<file path="config.mk">
export PLATFORM = sky130hd
export DESIGN_NAME = lcrp_fin
export DESIGN_NICKNAME = d
export VERILOG_FILES = /design/src/design/lcrp_pkg.sv /design/src/design/lcrp_fin.sv
export SDC_FILE = /design/constraint.sdc
export NUM_CORES = 2
export LEC_CHECK = 0
export BUFFER_PORTS_ARGS = -buffer_cell sky130_fd_sc_hd__buf_4
export CORE_ASPECT_RATIO = 1.75
export CORE_MARGIN = 5
export CORE_UTILIZATION = 62
export CTS_CLUSTER_DIAMETER = 60
export DETAILED_ROUTE_END_ITERATION = 8
export PLACE_DENSITY = 0.86
export SYNTH_ARGS = -nofsm -noshare
export SYNTH_HDL_FRONTEND = slang
export SYNTH_SLANG_ARGS = --single-unit
</file>
<file path="constraint.sdc">
create_clock -name clk -period 9.8 [get_ports clk]
set_input_delay 0.98 -clock clk [delete_from_list [all_inputs] [get_ports clk]]
set_output_delay 0.98 -clock clk [all_outputs]
set_load 0.05 [all_outputs]
</file>
<file path="src/design/lcrp_pkg.sv">
// ----------------------------------------------------------------------------
// Loop chunk range partitioner package
// Widths, mode and register codes, pipeline context and latency figures.
// ----------------------------------------------------------------------------
`default_nettype none

package lcrp_pkg;

	localparam int DIV_NW = 33;
	localparam int DIV_DW = 17;
	localparam int SPLIT_STAGES = 5;
	localparam int FIN_STAGES = 3;
	localparam int LCRP_LATENCY = 3 * DIV_NW + SPLIT_STAGES + FIN_STAGES;

	localparam logic [1:0] MODE_FLAT      = 2'd0;
	localparam logic [1:0] MODE_BLOCK_CYC = 2'd1;
	localparam logic [1:0] MODE_TWO_LEVEL = 2'd2;
	localparam logic [1:0] MODE_TILE      = 2'd3;

	localparam logic [1:0] CFG_MODE    = 2'd0;
	localparam logic [1:0] CFG_TOTAL   = 2'd1;
	localparam logic [1:0] CFG_PERNODE = 2'd2;
	localparam logic [1:0] CFG_COLUMNS = 2'd3;

	typedef struct packed {
		logic [1:0]  mode;
		logic [15:0] id;
		logic [31:0] iters;
		logic [31:0] chunks;
		logic [31:0] bsize;
		logic [16:0] wpn;
		logic [15:0] pid;
		logic [15:0] thr;
		logic        pzero;
		logic [63:0] n_start;
		logic [63:0] hint;
		logic [31:0] cnt;
	} lcrp_ctx_t;

	function automatic logic [16:0] nz17(input logic [16:0] v);
		return (v == 17'd0) ? 17'd1 : v;
	endfunction

endpackage

`default_nettype wire

</file>
<file path="src/design/lcrp_fin.sv">
// ----------------------------------------------------------------------------
// Thread sub-split and result select
// Splits node rows over threads and selects the result word per mode.
// ----------------------------------------------------------------------------
`default_nettype none

module lcrp_fin import lcrp_pkg::*; (
	input  logic        clk,
	input  logic        arst_n,
	input  logic        valid_i,
	input  logic [32:0] sub_i,
	input  lcrp_ctx_t   ctx_i,
	output logic        done,
	output logic [63:0] iter_start,
	output logic [31:0] iter_count,
	output logic [63:0] iter_count_hint,
	output logic        has_work,
	output logic [63:0] acquire_start,
	output logic [31:0] acquire_size,
	output logic [63:0] acquire_size_hint
);

	logic        v_s1, v_s2, done_q;
	lcrp_ctx_t   ctx_s1, ctx_s2;
	logic [32:0] sub_s1, sub_s2;
	logic [48:0] lst_s1;
	logic [48:0] rows;
	logic [48:0] left2;
	logic [48:0] cnt2;
	logic [31:0] cnt2_s2;
	logic [63:0] s2_s2;

	assign rows  = {17'd0, ctx_s1.cnt};
	assign left2 = (lst_s1 >= rows) ? 49'd0 : rows - lst_s1;
	assign cnt2  = ({16'd0, sub_s1} < left2) ? {16'd0, sub_s1} : left2;

	always_ff @(posedge clk or negedge arst_n) begin
		if (!arst_n) begin
			v_s1   <= 1'b0;
			v_s2   <= 1'b0;
			done_q <= 1'b0;
		end else begin
			v_s1   <= valid_i;
			v_s2   <= v_s1;
			done_q <= v_s2;
		end
	end

	always_ff @(posedge clk) begin
		ctx_s1 <= ctx_i;
		sub_s1 <= sub_i;
		lst_s1 <= {17'd0, ctx_i.thr} * {16'd0, sub_i};

		ctx_s2  <= ctx_s1;
		sub_s2  <= sub_s1;
		cnt2_s2 <= cnt2[31:0];
		s2_s2   <= ctx_s1.n_start + {15'd0, lst_s1};

		unique case (ctx_s2.mode)
			MODE_BLOCK_CYC: begin
				iter_start        <= '0;
				iter_count        <= '0;
				iter_count_hint   <= '0;
				has_work          <= {16'd0, ctx_s2.id} < ctx_s2.chunks;
				acquire_start     <= '0;
				acquire_size      <= ctx_s2.iters;
				acquire_size_hint <= {32'd0, ctx_s2.iters};
			end
			MODE_TWO_LEVEL: begin
				iter_start        <= s2_s2;
				iter_count        <= cnt2_s2;
				iter_count_hint   <= {31'd0, sub_s2};
				has_work          <= cnt2_s2 != 32'd0;
				acquire_start     <= ctx_s2.n_start;
				acquire_size      <= ctx_s2.cnt;
				acquire_size_hint <= ctx_s2.hint;
			end
			default: begin
				iter_start        <= ctx_s2.n_start;
				iter_count        <= ctx_s2.cnt;
				iter_count_hint   <= ctx_s2.hint;
				has_work          <= ctx_s2.cnt != 32'd0;
				acquire_start     <= ctx_s2.n_start;
				acquire_size      <= ctx_s2.cnt;
				acquire_size_hint <= ctx_s2.hint;
			end
		endcase
	end

	assign done = done_q;

endmodule

`default_nettype wire

</file>
Yosys cells after proc, flatten, opt, wreduce, memory -nomap -nowiden
Cells that the tools add are included.
W data, S select, Z words.
{"block": "op_classes", "multipliers": 1, "eq_ne": 2, "n_addsub": 2, "magnitude_cmp": 3, "reduce_logical": 2, "muxes": 8}
{"op": "$pmux W64 S2", "count": 2}
{"op": "$mux W32", "count": 3}
{"op": "$add A64 B49 Y64", "count": 1}
{"op": "$pmux W32 S2", "count": 1}
{"op": "$reduce_bool A32 Y1", "count": 2}
{"op": "$ge A49 B32 Y1", "count": 1}
{"op": "$lt A33 B49 Y1", "count": 1}
{"op": "$mul A16 B33 Y49", "count": 1}
{"op": "$mux W49", "count": 1}
{"op": "$sub A32 B49 Y49", "count": 1}
{"op": "$lt A16 B32 Y1", "count": 1}
{"op": "$eq A2 B1 Y1 const B", "count": 1}
{"op": "$eq A2 B2 Y1 const B", "count": 1}
{"op": "$pmux W1 S2", "count": 1}
{"block": "totals", "inputBits": 360, "regBits": 1019}

Longest topological paths before layout
{"block": "depth", "depth_word": 4, "depth_mapped": 26, "mapped_depth_nobuf": 25}

Worst setup path before layout
No wires, ideal clock.
{"block": "synth_path", "path_type": "input -> register", "start": "input sub_i[14]", "end": "register lst_s1[47]", "arrival_time_ns": 6.942, "setup_ns": 0.127, "slack_ns": 2.732, "cell_stages": 23, "path_buffers": 1, "path_cell_list": "clkbuf_1 -> nand2_1 -> fa_1 -> inv_1 -> fa_1 -> fa_1 -> fa_1 -> fa_1 -> inv_1 -> fa_1 -> inv_1 -> ha_1 -> a21o_1 -> a21o_1 -> a21oi_1 -> o21ai_0 -> a21oi_1 -> o31ai_1 -> o31ai_1 -> o211ai_1 -> a221oi_1 -> o21ai_0 -> xor2_1"}
{"block": "synth_via", "elab_chain_len": 1}
{"item": "start, declared", "line": "lcrp_fin.sv:11", "source": "input logic [32:0] sub_i,"}
{"item": "$mul A16 B33 Y49", "line": "lcrp_fin.sv:52", "source": "lst_s1 <= {17'd0, ctx_i.thr} * {16'd0, sub_i};"}
{"item": "end signal, assigned", "line": "lcrp_fin.sv:52"}
{"item": "end, declared", "line": "lcrp_fin.sv:26", "source": "logic [48:0] lst_s1;"}
Every way passes these cells.
A chain may end at the register's enable or synchronous reset.

Final worst setup path
{"block": "layout_path", "start": "input ctx_i[168] (netlist bit)", "end": "register lst_s1[47]"}
{"block": "layout_via", "elab_chain_len": 1}
{"item": "start, declared", "line": "lcrp_fin.sv:12", "source": "input lcrp_ctx_t ctx_i,"}
{"item": "$mul A16 B33 Y49", "line": "lcrp_fin.sv:52"}
Every way passes these cells.

==> impl_metrics.csv <==
group,metric,value,unit
power_and_ir_drop,ir_worst_vdd,0.437,mV
routing,drt-vias-per-instance,5.82,
global_route,grt-ovfl-total,0,
timing,relSlewSlack,26.0,%
timing,min_period,7830,ps
setup_path,path_max_fanout,33,
global_route,grt_start_max_net_pins,104,
setup_path,crit_buf_inv,6,
timing,fmax,0.128,GHz
floorplanning,die_area,0.0807,mm2
setup_path,cp_slowest_stage_delay,580,ps
timing,min_period_over_period,79.9,%
setup_path,reg2reg_depth,23,
setup_path,crit_end,"lst_s1[47]",
setup_path,critPathSlowestCell,"o31ai_1",
setup_path,cp_top_family,"adder cells",
setup_path,reg2reg_from,"lst_s1[27]",
clock_network,clkSinkCount,1019,
clock_network,cts_hold_buffers,0,
logic_synthesis,synth_area_leaders,"dfxtp_1 44%, fa_1 19%, ha_1 6.8%, inv_1 4.8%, nand2_1 3.9%",
logic_synthesis,yosysTopAreaCell,"dfxtp_1",
logic_synthesis,synth_most_common_cell,"dfxtp_1",
setup_path,worstPathArrival,8370,ps
routing,totalWireLength,145000,um
setup_path,crit_path_end_kind,"register",
floorplanning,io_pins,682,
setup_path,worst-path-stages,25,
logic_synthesis,avgSynthCellArea,10.7,um2
global_route,grt_pass1_vias,37200,
floorplanning,start_util,62.7,%
clock_network,clk_latency,680,ps
floorplanning,die_h,372,um
flow_run,maxCapViolCount,0,
power_and_ir_drop,cellLeakagePower,25.9,nW
hold_path,hold_class,"in2async",
logic_synthesis,yosysUniqueCellTypes,77,
timing,final_hold_viol_count,0,
final_layout,utilization,73.5,%
logic_synthesis,ys_async_sr_fraction,0.294,%
routing,num_vias,34400,
timing,maxSlewViolCount,0,
setup_path,critPathLaunch,"ctx_i[168]",
logic_synthesis,synthFlopType,"dfxtp_1",
floorplanning,die_width,217,um
global_route,grt_pass1_wl,215000,um
routing,drc,0,
status,run_status,"finished, final reports clean",
routing,drt-initial-drc-count,2370,
power_and_ir_drop,power.density,373,mW/mm2
floorplanning,rows,132,
setup_path,required,10340,ps
routing,antenna_left,0,
clock_network,clk_pin_slew_worst_paths,70,ps
clock_network,cts_inserted_buffers,83,
setup_path,critical_path_class,"in2reg",
timing,fin_setup_tns,0,ps
final_layout,syn2layout_area_growth,17.3,%
logic_synthesis,ys_seq_area_share,43.9,%
clock_network,h-tree-depth,3,
global_route,track_usage,35.4,%
setup_path,cp_common_cell,"fa_1",
clock_network,cts_tree,"yes",
timing,worst_clock_skew,25.1,ps
clock_network,cts_resized,0,
timing,tightest_slew,1110,ps
logic_synthesis,ys_ff_latch,1019,
logic_synthesis,synth_edf_count,0,
routing,wl_per_cell,24.5,um
clock_network,clockRootBuffer,"clkbuf_16",
global_route,antenna_found_initial,22,
final_layout,drive_above_1_share,15.8,%
setup_path,r2r_slack,2970,ps
logic_synthesis,netlist.area_leader.share,43.8,%
logic_synthesis,synth_commonest_cells,"1,016 x dfxtp_1, 597 x inv_1, 487 x nand2_1",
clock_network,cts_buffer_depth,3,
final_layout,nets,5942,
timing,setup_viol,0,
place,routabilityCongestion,0.952,
logic_synthesis,synthCells,4355,
place,port_buffers,615,
place,dpl.hpwl,107000,um
setup_path,r2r_end,"cnt2_s2[28]",
timing,rsz0062_at_grt,"false",
logic_synthesis,yosysWarningCount,0,
setup_path,start_kind,"input pin",
logic_synthesis,syn_nets,5400,
place,place_area,0.0516,mm2
clock_network,postCtsSetupBuffers,0,
floorplanning,core_area,0.0742,mm2
logic_synthesis,netlist_area,0.0465,mm2
final_layout,fin_area,0.0545,mm2
routing,drtPass1Iterations,7,
[routing by layer]
layer	wire length (um)	track usage, %	vias up
met5	50	0	-
met4	17600	34.6	6
met3	12400	9.25	784
met2	71300	61.0	1908
met1	43700	33.3	16800
li1	-	-	15000
[worst reg2reg max path: stages, from the launching register on]
cell	delay (ps)
dfxtp_1	640
inv_1	100
ha_1	400
nand4_1	180
nor2_1	80
and3_2	230
nand2_1	200
or4b_2	750
a21oi_2	150
buf_4	330
nand2_1	170
ha_1	330
a21o_1	180
a21o_1	170
a21o_1	170
a21o_1	170
a211oi_1	230
o21bai_1	130
a211oi_1	630
o21ai_0	510
o31ai_1	250
nor3_4	80
buf_4	290
mux2i_1	370
[state kept, by name (all words and copies together) (netlist names), 49 cells and up]
signal             flops
acquire_start         64
iter_count_hint       64
s2_s2                 64
lst_s1                49
ctx_s2               242
iter_start            64
acquire_size_hint     64
ctx_s1               242
[layout make-up]
| cell class | count | area (um2) |
|---|---|---|
| multi-input combinational | 2574 | 23100 |
| sequential | 1019 | 20400 |
| fill | 4663 | 19700 |
| timing repair buffer | 622 | 4670 |
| clock buffer | 118 | 2410 |
| inverter | 597 | 2240 |
| tap | 938 | 1170 |
| clock inverter | 31 | 377 |
| antenna | 22 | 55.1 |
[worst min path at each step]
stage                startpoint  depth (start not counted)          end  slack, ps
finish                   arst_n                          1         v_s1         90
global route             arst_n                          1         done         70
floorplan           ctx_s1[242]                          0  ctx_s2[242]        310
CTS                      arst_n                          1         v_s2         40
global placement     ctx_s1[95]                          0   ctx_s2[95]        310
detailed placement  ctx_s1[254]                          0  ctx_s2[254]        310
[cells by family after synthesis]
logic type                 after synthesis  share of synthesized area, %
and+or+nand+nor                       1090                          11.7
DFF                                   1019                          43.9
buffers and inverters                  762                          6.33
adders and majority gates              685                          25.5
AOI/OAI and AO/OA                      629                          9.27
xor gates and xnor gates               136                          2.58
muxes                                   34                         0.735
[through the flow]
stage,total power (W),cells,hold WS (ps),worst slack (ps)
after floorplan,0.0135,4355,310,2730
after global placement,0.0165,5750,310,1560
after detailed placement,0.0169,5750,312,1390
after CTS,0.0203,5899,43.1,2100
after global routing,0.0218,5913,69.9,1630
final,0.0204,5921,86.8,1970
[cells in the final DEF, fill, tap and decap left out, drive strengths merged, types with 14 or more instances in the layout]
master,n
a21o,90
a21oi,129
a22o,129
a31oi,14
and2,254
and3,19
buf,622
clkbuf,118
dfxtp,1016
diode,22
fa,434
ha,251
inv,606
mux2i,33
nand2,487
nand2b,15
nand3,37
nand4,29
nor2,61
nor2b,112
nor3,19
nor4,25
o21a,16
o21ai,138
o21bai,26
xnor2,68
xor2,68
[power breakdown]
| part | leakage [nW] | switching [W] | total [W] | internal, W |
|---|---|---|---|---|
| clock network | 1.34 | 0.00156 | 0.00339 | 0.00183 |
| logic | 16.0 | 0.00710 | 0.0118 | 0.00468 |
| registers | 8.59 | 0.000404 | 0.00519 | 0.00478 |
| total | 25.9 | 0.00906 | 0.0204 | 0.0113 |
Note: power is estimated with default switching activity, not from simulation.
